==> src/sv/jsu_pkg.sv <==
// Package for the JSON string unescaper.
// Holds the scan phase type, the result kind and error codes and the result group
// structure that travels from the scanner to the output buffer. No dependencies.
`default_nettype none

package jsu_pkg;

   localparam int MaxResults = 4;

   typedef enum logic [3:0] {
      PH_PLAIN   = 4'd0,
      PH_ESC     = 4'd1,
      PH_HEX1    = 4'd2,
      PH_HEX2    = 4'd3,
      PH_HEX3    = 4'd4,
      PH_HEX4    = 4'd5,
      PH_WAIT_BS = 4'd6,
      PH_WAIT_U  = 4'd7,
      PH_LO1     = 4'd8,
      PH_LO2     = 4'd9,
      PH_LO3     = 4'd10,
      PH_LO4     = 4'd11
   } phase_type;

   localparam logic [1:0] KIND_DATA  = 2'd0;
   localparam logic [1:0] KIND_CLOSE = 2'd1;
   localparam logic [1:0] KIND_ERROR = 2'd2;

   localparam logic [2:0] ERR_NONE         = 3'd0;
   localparam logic [2:0] ERR_INCOMPLETE   = 3'd0;
   localparam logic [2:0] ERR_UNKNOWN_ESC  = 3'd1;
   localparam logic [2:0] ERR_BAD_HEX      = 3'd2;
   localparam logic [2:0] ERR_MISSING_LOW  = 3'd3;
   localparam logic [2:0] ERR_BAD_LOW      = 3'd4;
   localparam logic [2:0] ERR_UNTERMINATED = 3'd5;

   // All results caused by one input item: up to four bytes, first in element 0.
   typedef struct packed {
      logic [MaxResults-1:0][7:0] bytes;
      logic [2:0]                 count;
      logic [1:0]                 kind;
      logic [2:0]                 code;
   } res_group_type;

endpackage

`default_nettype wire

==> src/sv/jsu_scan.sv <==
// Scanner for the JSON string unescaper: scan phase, hex accumulator and pending
// high surrogate, plus the logic that turns one input byte into its result group.
// Depends on jsu_pkg.
`default_nettype none

module jsu_scan
   import jsu_pkg::*;
(
   input  wire logic          clock,
   input  wire logic          reset,
   input  wire logic          accept,
   input  wire logic [7:0]    text_byte,
   output res_group_type      group
);

   localparam logic [7:0] CH_NUL    = 8'h00;
   localparam logic [7:0] CH_QUOTE  = 8'h22;
   localparam logic [7:0] CH_SLASH  = 8'h2f;
   localparam logic [7:0] CH_BSLASH = 8'h5c;
   localparam logic [7:0] CH_B      = 8'h62;
   localparam logic [7:0] CH_F      = 8'h66;
   localparam logic [7:0] CH_N      = 8'h6e;
   localparam logic [7:0] CH_R      = 8'h72;
   localparam logic [7:0] CH_T      = 8'h74;
   localparam logic [7:0] CH_U      = 8'h75;

   phase_type   phase_ff, phase_in;
   logic [15:0] accum_ff, accum_in;
   logic [9:0]  high_ff, high_in;

   logic        hex_ok;
   logic [3:0]  hex_val;
   logic [15:0] accum_shift;
   logic [20:0] pair_cp;

   function automatic res_group_type single(input logic [7:0] b, input logic [1:0] k,
                                            input logic [2:0] e);
      res_group_type g;
      begin
         g          = '0;
         g.bytes[0] = b;
         g.count    = 3'd1;
         g.kind     = k;
         g.code     = e;
         return g;
      end
   endfunction

   function automatic res_group_type utf8_group(input logic [20:0] cp);
      res_group_type g;
      begin
         g      = '0;
         g.kind = KIND_DATA;
         g.code = ERR_NONE;
         if (cp <= 21'h7f) begin
            g.bytes[0] = cp[7:0];
            g.count    = 3'd1;
         end else if (cp <= 21'h7ff) begin
            g.bytes[0] = {3'b110, cp[10:6]};
            g.bytes[1] = {2'b10, cp[5:0]};
            g.count    = 3'd2;
         end else if (cp <= 21'hffff) begin
            g.bytes[0] = {4'b1110, cp[15:12]};
            g.bytes[1] = {2'b10, cp[11:6]};
            g.bytes[2] = {2'b10, cp[5:0]};
            g.count    = 3'd3;
         end else begin
            g.bytes[0] = {5'b11110, cp[20:18]};
            g.bytes[1] = {2'b10, cp[17:12]};
            g.bytes[2] = {2'b10, cp[11:6]};
            g.bytes[3] = {2'b10, cp[5:0]};
            g.count    = 3'd4;
         end
         return g;
      end
   endfunction

   always_comb begin
      hex_ok  = 1'b1;
      hex_val = 4'd0;
      if (text_byte >= 8'h30 && text_byte <= 8'h39) begin
         hex_val = text_byte[3:0];
      end else if ((text_byte >= 8'h41 && text_byte <= 8'h46) ||
                   (text_byte >= 8'h61 && text_byte <= 8'h66)) begin
         hex_val = text_byte[3:0] + 4'd9;
      end else begin
         hex_ok = 1'b0;
      end
   end

   assign accum_shift = {accum_ff[11:0], hex_val};
   assign pair_cp     = {1'b0, high_ff, accum_shift[9:0]} + 21'h10000;

   // Next state.
   always_comb begin
      phase_in = phase_ff;
      accum_in = accum_ff;
      high_in  = high_ff;
      case (phase_ff)
         PH_ESC: begin
            phase_in = PH_PLAIN;
            if (text_byte == CH_U) begin
               accum_in = '0;
               phase_in = PH_HEX1;
            end else if (text_byte != CH_SLASH && text_byte != CH_BSLASH &&
                         text_byte != CH_QUOTE && text_byte != CH_T &&
                         text_byte != CH_R && text_byte != CH_N &&
                         text_byte != CH_F && text_byte != CH_B) begin
               accum_in = '0;
               high_in  = '0;
            end
         end
         PH_HEX1, PH_HEX2, PH_HEX3, PH_HEX4: begin
            if (!hex_ok) begin
               phase_in = PH_PLAIN;
               accum_in = '0;
               high_in  = '0;
            end else begin
               accum_in = accum_shift;
               case (phase_ff)
                  PH_HEX1: phase_in = PH_HEX2;
                  PH_HEX2: phase_in = PH_HEX3;
                  PH_HEX3: phase_in = PH_HEX4;
                  default: begin
                     if (accum_shift[15:10] == 6'b110110) begin
                        high_in  = accum_shift[9:0];
                        phase_in = PH_WAIT_BS;
                     end else begin
                        phase_in = PH_PLAIN;
                     end
                  end
               endcase
            end
         end
         PH_WAIT_BS: begin
            if (text_byte == CH_BSLASH) begin
               phase_in = PH_WAIT_U;
            end else begin
               phase_in = PH_PLAIN;
               accum_in = '0;
               high_in  = '0;
            end
         end
         PH_WAIT_U: begin
            if (text_byte == CH_U) begin
               accum_in = '0;
               phase_in = PH_LO1;
            end else begin
               phase_in = PH_PLAIN;
               accum_in = '0;
               high_in  = '0;
            end
         end
         PH_LO1, PH_LO2, PH_LO3, PH_LO4: begin
            if (!hex_ok) begin
               phase_in = PH_PLAIN;
               accum_in = '0;
               high_in  = '0;
            end else begin
               accum_in = accum_shift;
               case (phase_ff)
                  PH_LO1: phase_in = PH_LO2;
                  PH_LO2: phase_in = PH_LO3;
                  PH_LO3: phase_in = PH_LO4;
                  default: begin
                     phase_in = PH_PLAIN;
                     if (accum_shift[15:10] != 6'b110111) begin
                        accum_in = '0;
                        high_in  = '0;
                     end
                  end
               endcase
            end
         end
         default: begin
            phase_in = PH_PLAIN;
            if (text_byte == CH_NUL) begin
               accum_in = '0;
               high_in  = '0;
            end else if (text_byte == CH_BSLASH) begin
               phase_in = PH_ESC;
            end
         end
      endcase
   end

   // Result group for the byte at the input.
   always_comb begin
      group = '0;
      case (phase_ff)
         PH_ESC: begin
            case (text_byte)
               CH_SLASH:  group = single(CH_SLASH, KIND_DATA, ERR_NONE);
               CH_BSLASH: group = single(CH_BSLASH, KIND_DATA, ERR_NONE);
               CH_QUOTE:  group = single(CH_QUOTE, KIND_DATA, ERR_NONE);
               CH_T:      group = single(8'h09, KIND_DATA, ERR_NONE);
               CH_R:      group = single(8'h0d, KIND_DATA, ERR_NONE);
               CH_N:      group = single(8'h0a, KIND_DATA, ERR_NONE);
               CH_F:      group = single(8'h0c, KIND_DATA, ERR_NONE);
               CH_B:      group = single(8'h08, KIND_DATA, ERR_NONE);
               CH_U:      group = '0;
               CH_NUL:    group = single(8'h00, KIND_ERROR, ERR_INCOMPLETE);
               default:   group = single(8'h00, KIND_ERROR, ERR_UNKNOWN_ESC);
            endcase
         end
         PH_HEX1, PH_HEX2, PH_HEX3, PH_HEX4: begin
            if (!hex_ok) begin
               group = single(8'h00, KIND_ERROR, ERR_BAD_HEX);
            end else if (phase_ff == PH_HEX4 && accum_shift[15:10] != 6'b110110) begin
               group = utf8_group({5'd0, accum_shift});
            end
         end
         PH_WAIT_BS: begin
            if (text_byte != CH_BSLASH) begin
               group = single(8'h00, KIND_ERROR, ERR_MISSING_LOW);
            end
         end
         PH_WAIT_U: begin
            if (text_byte != CH_U) begin
               group = single(8'h00, KIND_ERROR, ERR_MISSING_LOW);
            end
         end
         PH_LO1, PH_LO2, PH_LO3, PH_LO4: begin
            if (!hex_ok) begin
               group = single(8'h00, KIND_ERROR, ERR_BAD_LOW);
            end else if (phase_ff == PH_LO4) begin
               if (accum_shift[15:10] != 6'b110111) begin
                  group = single(8'h00, KIND_ERROR, ERR_BAD_LOW);
               end else begin
                  group = utf8_group(pair_cp);
               end
            end
         end
         default: begin
            if (text_byte == CH_NUL) begin
               group = single(8'h00, KIND_ERROR, ERR_UNTERMINATED);
            end else if (text_byte == CH_QUOTE) begin
               group = single(8'h00, KIND_CLOSE, ERR_NONE);
            end else if (text_byte != CH_BSLASH) begin
               group = single(text_byte, KIND_DATA, ERR_NONE);
            end
         end
      endcase
   end

   always_ff @(posedge clock) begin
      if (reset) begin
         phase_ff <= PH_PLAIN;
         accum_ff <= '0;
         high_ff  <= '0;
      end else if (accept) begin
         phase_ff <= phase_in;
         accum_ff <= accum_in;
         high_ff  <= high_in;
      end
   end

endmodule

`default_nettype wire

==> src/sv/jsu_obuf.sv <==
// Output buffer for the JSON string unescaper: holds the result group of one item
// and hands its results out one per cycle while rsp_ready is high. Depends on jsu_pkg.
`default_nettype none

module jsu_obuf
   import jsu_pkg::*;
(
   input  wire logic          clock,
   input  wire logic          reset,
   input  wire logic          load,
   input  wire res_group_type group,
   output logic               can_load,
   output logic               rsp_valid,
   input  wire logic          rsp_ready,
   output logic [7:0]         rsp_out_byte,
   output logic [1:0]         rsp_kind,
   output logic [2:0]         rsp_error_code,
   output logic               rsp_last
);

   logic [MaxResults-1:0][7:0] bytes_ff, bytes_in;
   logic [2:0]                 count_ff, count_in;
   logic [1:0]                 kind_ff, kind_in;
   logic [2:0]                 code_ff, code_in;
   logic                       pop;

   assign rsp_valid      = (count_ff != 3'd0);
   assign pop            = rsp_valid && rsp_ready;
   assign can_load       = (count_ff == 3'd0) || (count_ff == 3'd1 && rsp_ready);
   assign rsp_out_byte   = bytes_ff[0];
   assign rsp_kind       = kind_ff;
   assign rsp_error_code = code_ff;
   assign rsp_last       = (count_ff == 3'd1);

   always_comb begin
      bytes_in = bytes_ff;
      count_in = count_ff;
      kind_in  = kind_ff;
      code_in  = code_ff;
      if (load) begin
         bytes_in = group.bytes;
         count_in = group.count;
         kind_in  = group.kind;
         code_in  = group.code;
      end else if (pop) begin
         bytes_in = {8'h00, bytes_ff[MaxResults-1:1]};
         count_in = count_ff - 3'd1;
      end
   end

   always_ff @(posedge clock) begin
      if (reset) begin
         count_ff <= '0;
      end else begin
         count_ff <= count_in;
      end
      bytes_ff <= bytes_in;
      kind_ff  <= kind_in;
      code_ff  <= code_in;
   end

   a_load_shows: assert property (@(posedge clock) disable iff (reset)
      load && group.count != 3'd0 |=> rsp_valid)
      else $error("loaded results not presented");

   a_marker_single: assert property (@(posedge clock) disable iff (reset)
      rsp_valid && rsp_kind != KIND_DATA |-> rsp_last && rsp_out_byte == 8'h00)
      else $error("marker or error result is not a lone zero-byte item");

   a_pop_counts: assert property (@(posedge clock) disable iff (reset)
      pop && count_ff > 3'd1 |=> rsp_valid && count_ff == $past(count_ff) - 3'd1)
      else $error("multi-byte result sequence lost or repeated a byte");

   a_no_overrun: assert property (@(posedge clock) disable iff (reset)
      load |-> count_ff == 3'd0 || (count_ff == 3'd1 && pop))
      else $error("new group loaded over pending results");

endmodule

`default_nettype wire

==> src/sv/json_string_unescape_utf8.sv <==
// Top level of the JSON string unescaper with UTF-8 output.
// Instantiates jsu_scan and jsu_obuf; uses jsu_pkg.
//
//   channel | direction | handshake            | payload
//   req     | in        | req_valid/req_ready  | req_text_byte
//   rsp     | out       | rsp_valid/rsp_ready  | rsp_out_byte, rsp_kind, rsp_error_code, rsp_last
//
// An item is decoded in the cycle it is accepted and its results are registered.
// Results leave rsp one per cycle while rsp_ready is high. An item with several results holds
// req_ready low until its last result waits; otherwise one item is taken every such cycle.
// req_ready follows rsp_ready combinationally while the last result is waiting.
// Reset returns the scanner to the plain text phase and empties the output buffer.
`default_nettype none

module json_string_unescape_utf8
   import jsu_pkg::*;
(
   input  wire logic       clock,
   input  wire logic       reset,
   input  wire logic       req_valid,
   output logic            req_ready,
   input  wire logic [7:0] req_text_byte,
   output logic            rsp_valid,
   input  wire logic       rsp_ready,
   output logic [7:0]      rsp_out_byte,
   output logic [1:0]      rsp_kind,
   output logic [2:0]      rsp_error_code,
   output logic            rsp_last
);

   res_group_type group;
   logic          accept;
   logic          can_load;

   assign req_ready = can_load;
   assign accept    = req_valid && req_ready;

   jsu_scan u_scan (
      .clock     (clock),
      .reset     (reset),
      .accept    (accept),
      .text_byte (req_text_byte),
      .group     (group)
   );

   jsu_obuf u_obuf (
      .clock          (clock),
      .reset          (reset),
      .load           (accept),
      .group          (group),
      .can_load       (can_load),
      .rsp_valid      (rsp_valid),
      .rsp_ready      (rsp_ready),
      .rsp_out_byte   (rsp_out_byte),
      .rsp_kind       (rsp_kind),
      .rsp_error_code (rsp_error_code),
      .rsp_last       (rsp_last)
   );

endmodule

`default_nettype wire

==> config.mk <==
export PLATFORM = sky130hd
export DESIGN_NAME = json_string_unescape_utf8
export DESIGN_NICKNAME = d
export VERILOG_FILES = /design/src/sv/jsu_pkg.sv /design/src/sv/jsu_scan.sv /design/src/sv/jsu_obuf.sv /design/src/sv/json_string_unescape_utf8.sv
export SDC_FILE = /design/constraint.sdc
export NUM_CORES = 1
export LEC_CHECK = 0
export ABC_AREA = 1
export BUFFER_PORTS_ARGS = -buffer_cell sky130_fd_sc_hd__buf_4
export CAP_MARGIN = 10
export CORE_MARGIN = 3
export CORE_UTILIZATION = 60
export CTS_BUF_LIST = sky130_fd_sc_hd__clkbuf_16
export DETAILED_ROUTE_END_ITERATION = 6
export MAX_ROUTING_LAYER = met4
export PLACE_DENSITY = 0.79
export SYNTH_ARGS = -nofsm -noshare
export SYNTH_HDL_FRONTEND = slang
export SYNTH_SLANG_ARGS = --single-unit
==> constraint.sdc <==
create_clock -name clock -period 2.9 [get_ports clock]
set_input_delay 0.29 -clock clock [delete_from_list [all_inputs] [get_ports clock]]
set_output_delay 0.29 -clock clock [all_outputs]
set_load 0.01 [all_outputs]
* Yosys cells after proc, flatten, opt, wreduce, memory -nomap -nowiden
Cells that the tools add are included. W data, S select, Z words.
Cells by class: add/sub/neg operators 3, multipliers 0, div/mod/pow operators 0, $lt $le $gt $ge 11, eq/ne operators 42, shift operators 0, multiplexer cells 62, bitwise operators 0, reduce and logical (&&, ||, !) cells 27
Operators with widths (count):
- $mux W40 | 7
- $pmux W40 S5 | 1
- $pmux W15 S10 | 1
- $mux W10 | 11
- $mux W12 | 8
- $mux W32 | 2
- $pmux W12 S5 | 1
- $eq A8 B7 Y1 const B | 7
- $ne A8 B7 Y1 const B | 7
- $pmux W10 S5 | 1
- $mux W16 | 3
- $mux W25 | 1
- $mux W24 | 1
- $mux W4 | 6
- $pmux W4 S3 | 2
- $mux W11 | 2
- $add A20 B17 Y21 const B | 1
- $le A21 B11 Y1 const B | 1
- $le A21 B16 Y1 const B | 1
- $le A21 B7 Y1 const B | 1
- $pmux W4 S5 | 1
- $mux W19 | 1
- $mux W17 | 1
- $eq A4 B3 Y1 const B | 4
- 36 further kinds | 73
Word-level totals: bits in registers 66, bits in latches 0, RAM bits 0, memory bits (read-only) 0, logic and storage cells 155, memories 0

* Longest topological paths before layout
word-level depth 15, mapped depth 21, depth with buffers taken out 21

* Cells and area by module
A second synthesis with hierarchy kept.
Unflattened totals: cell total of the unflattened synthesis 760, area total of the unflattened synthesis 5073.6 sq um
Modules (own cells, without submodules):
- jsu_scan | instances 1, cells each 578, area each 3265.6 sq um, sequential area each 520.5 sq um
- jsu_obuf | instances 1, cells each 180, area each 1800.5 sq um, sequential area each 1171.1 sq um
- json_string_unescape_utf8 | instances 1, cells each 2, area each 7.5 sq um, sequential area each 0.0 sq um

* Worst setup path before layout
No wires, ideal clock.
path type in2reg, from input req_text_byte[0], to register u_obuf.bytes_ff[12] (netlist name) (data pin), setup time 0.252 ns, data arrival time 1.973 ns, data required time 2.648 ns, setup slack 0.675 ns, cell stages on the path 19, buffers on the path 1, cell sequence inv_1 -> ha_1 -> nand2_1 -> nand3_2 -> nand2_2 -> nand2_2 -> nand2_4 -> nand3_4 -> nor2_8 -> nand3_2 -> nand2_2 -> nand2_4 -> nor2_8 -> buf_6 -> nand2_1 -> nand3_1 -> nand2_1 -> nand2_1 -> nand2_1
RTL lines:
- start: declaration | line json_string_unescape_utf8.sv:22 | input wire logic [7:0] req_text_byte,
- end signal: assignment | line jsu_obuf.sv:57 | bytes_ff <= bytes_in;
- end: declaration | line jsu_obuf.sv:21 | logic [MaxResults-1:0][7:0] bytes_ff, bytes_in;

==> flow_summary.toml <==
[sta]
hold_violations = 0
fin_crit_ns = 2.66
fin_setup_tns_ns = 0
maxSlewHeadroom_pct = 57.1
max_freq_mhz = 376
setup_viol = 0
rsz0062_at_grt = "no"
finClkSkew_ns = 0.00870
tightest_slew_ns = 0.640
fin_crit_sh_pct = 91.6
hold_ws_ns = 0.281
maxSlewViolCount = 0
fin_ws_ns = 0.243

[pwr]
p_leak_nw = 2.38
vdd_ir_drop_max_mv = 0.336
clockPowerShare_pct = 26.5
total_power_w = 0.00371
netSwitchingFraction_pct = 37.2
powerDensity_mw_per_mm2 = 691
p_sw_w = 0.00138
p_int_w = 0.00233
seqPwrFrac_pct = 38.8
pwr-share-comb_pct = 34.7

[cells_and_area]
final_nets = 752
antennaDiodeCount = 0
area_delta_synth_final_pct = 13.6
drive_above_1_share_pct = 14.5
fillers = 632
finalInstanceArea_mm2 = 0.00536

[yosys]
synth_commonest_cells = "nand2_1 (188), nor2_1 (83), inv_1 (79)"
yosysTopAreaCellShare_pct = 21.6
synth_cells = 693
synth_area_leaders = "edfxtp_1 (22%), nand2_1 (15%), dfxtp_1 (12%)"
synth-seq-area-share_pct = 33.9
syn_area_mm2 = 0.00472
ys.flop_type = "edfxtp_1"
synth_cell_type_count = 48
synth_edf_count = 34
yosysMostFrequentCell = "nand2_1"
yosysTopAreaCell = "edfxtp_1"
syn_nets = 714
ys_ff_latch = 63
synthArstFlopShare_pct = 0
syn_area_per_cell_um2 = 6.81
ys.warnings.count = 0

[place]
io_buffers = 27
place_ws_ns = 0.00663
placed_area_mm2 = 0.00508
gp_congestion = 1.04
hpwl_um = 11700

[status]
violations = "design-rule violations"
status = "complete, but fails checks"

[setup_path]
crit_path_frequent_cell = "nand2_1"
critPathLaunchType = "register"
required_ns = 2.98
slowest_stage = "dfxtp_1"
end_kind = "register"
cp_data_arrival_time_ns = 2.74
cp_max_fo = 10
criticalPathCategory = "reg2reg"
r2r_cells = 15
worstPathCellList = "ha_1, xnor2_2, nand2_1, nor2_1, nand2_1, nor2_1, inv_1, nand2_1, nand3_4, nand2_4, o21ai_1, nand3_1, nand3_1, nand2_1, nand2_1"
max_stage_delay_ns = 0.46
reg2reg_setup_slack_ns = 0.24
reg2reg_to = "u_obuf.rsp_out_byte[4]$_DFFE_PP_"
r2r-start = "u_scan.high_ff[6]$_SDFFE_PP0P_"

[global_route]
grt_remaining_overflow = 0
antenna_found_initial = 0
grt_max_degree = 33
first_global_vias = 4894
grt_first_pass_wirelength_um = 25000
track_usage_pct = 37.9

[route]
drt_drc_violations_left = 2
finalWirelength_um = 15800
ant_nets = 0
wire_per_inst_um = 18.9
via_count = 5191
vias_per_cell = 6.22
first_iter_violations = 685
dr.pass1.iters = 7

[clock_tree]
root_buffer = "clkbuf_16"
cts.clk_slew.worst_paths_ns = 0.05
cts_made_buffers = 9
cts_tree = "yes"
clockBufferDepth = 2
h-tree-depth = 3
worstSkewPairLatency_ns = 0.34
cts_sinks = 63

[floorplan]
num_rows = 31
ioPinCount = 28
dieArea_mm2 = 0.00897
dieHeight_um = 94.7
die_w_um = 94.7
start_util_pct = 63.4
core_mm2 = 0.00745

[min_path]
hold_depth = 2
min_to = "u_scan.accum_ff[11]$_SDFFE_PP0P_"
min_from = "reset"
hold_path_class = "in2reg"

[flow_run]
cap_violations = 0
[critical path, delay by kind of cell, from the launching register on]
family | cells | cell delay, ns
AND/OR/NAND/NOR | 11 | 1.39
flip-flops | 1 | 0.46
adder cells (fa/ha/maj) | 1 | 0.26
XOR/XNOR | 1 | 0.14
AO/OA/AOI/OAI | 1 | 0.08
buffers and inverters | 1 | 0.07
[repair_timing]
item | CTS | global route
endpoints found under the setup margin | 0 | 9
hold buffers | 0 | 0
setup buffers | 0 | 0
gates resized for setup | 0 | 2
[stage by stage]
| step | utilization [%] | instances |
|---|---|---|
| after floorplan | - | 693 |
| after global placement | 68.3 | 819 |
| after detailed placement | 68.3 | 819 |
| after CTS | 71.9 | 835 |
| after global routing | 72.0 | 835 |
| final | 72.0 | 835 |
[kinds of logic (layout without fill, tap and decap cells)]
kind of cell | count (synthesis) | count (layout) | synth area share, %
and+or+nand+nor | 388 | 388 | 38.5
AOI/OAI and AO/OA | 121 | 121 | 14.9
buffers and inverters | 109 | 152 | 9.72
DFF | 63 | 63 | 33.9
adders and majority gates | 9 | 9 | 2.38
xor gates and xnor gates | 3 | 3 | 0.557
[cells in the final DEF, fill, tap and decap left out, types with 3 or more instances in the layout]
master	instances
o22ai_1	8
ha_1	9
nand4_1	13
nand2_1	188
or2_2	3
o21ai_1	9
nor3_1	18
a32oi_1	5
a22oi_1	5
nand3_1	44
nand2_4	6
dfxtp_1	29
nand2_2	7
o21ai_0	26
nor2_8	3
nor2_1	82
inv_1	81
clkbuf_16	9
buf_4	50
nor2_2	4
inv_2	7
nor3_2	5
nand3_2	3
nor4_1	7
a21oi_1	51
edfxtp_1	34
[per-layer routing]
metal	track usage, %	vias to the layer above	wire length, um
met2	58.8	363	6940
li1	-	2396	-
met5	-	-	0
met1	46.8	2333	6120
met4	20.7	0	1040
met3	6.69	99	1670
[layout make-up]
cell class	instances	area, um^2	area share, %
Clock buffer	9	225	4.20
Clock inverter	7	42.5	0.793
Inverter	86	323	6.02
Multi-Input combinational cell	521	2670	49.8
Sequential cell	63	1600	29.9
Tap cell	99	124	2.31
Timing Repair Buffer	50	375	7.00
[power groups by stage]
| stage | combinational (W) | sequential (W) | clock [W] |
|---|---|---|---|
| floorplan | 0.000881 | 0.00141 | 0 |
| global placement | 0.00122 | 0.00144 | 0 |
| detailed placement | 0.00126 | 0.00145 | 0 |
| CTS | 0.00126 | 0.00143 | 0.000982 |
| global route | 0.00141 | 0.00146 | 0.00102 |
| finish | 0.00129 | 0.00144 | 0.000983 |
[registers in the layout (all words and copies together), names as in the netlist]
register and cells:
u_obuf.bytes_ff 21, u_scan.accum_ff 12, u_scan.high_ff 10, u_obuf.rsp_out_byte 8
u_scan.phase_ff 4, u_obuf.count_ff 3, u_obuf.rsp_error_code 3, u_obuf.rsp_kind 2
[how the worst max path moves through the flow]
| stage | endpoint | cells after the start | startpoint |
|---|---|---|---|
| final | u_obuf.rsp_out_byte[4]$_DFFE_PP_ | 15 | u_scan.high_ff[6]$_SDFFE_PP0P_ |
| after global routing | u_obuf.rsp_out_byte[5]$_DFFE_PP_ | 15 | req_text_byte[1] |
| after CTS | u_obuf.rsp_out_byte[4]$_DFFE_PP_ | 13 | u_scan.high_ff[6]$_SDFFE_PP0P_ |
| after detailed placement | u_obuf.rsp_out_byte[4]$_DFFE_PP_ | 17 | req_text_byte[1] |
| after global placement | u_obuf.rsp_out_byte[4]$_DFFE_PP_ | 17 | req_text_byte[1] |
| after floorplan | u_obuf.bytes_ff[12]$_DFFE_PP_ | 19 | req_text_byte[0] |
Note: power is estimated with default switching activity, not from simulation.
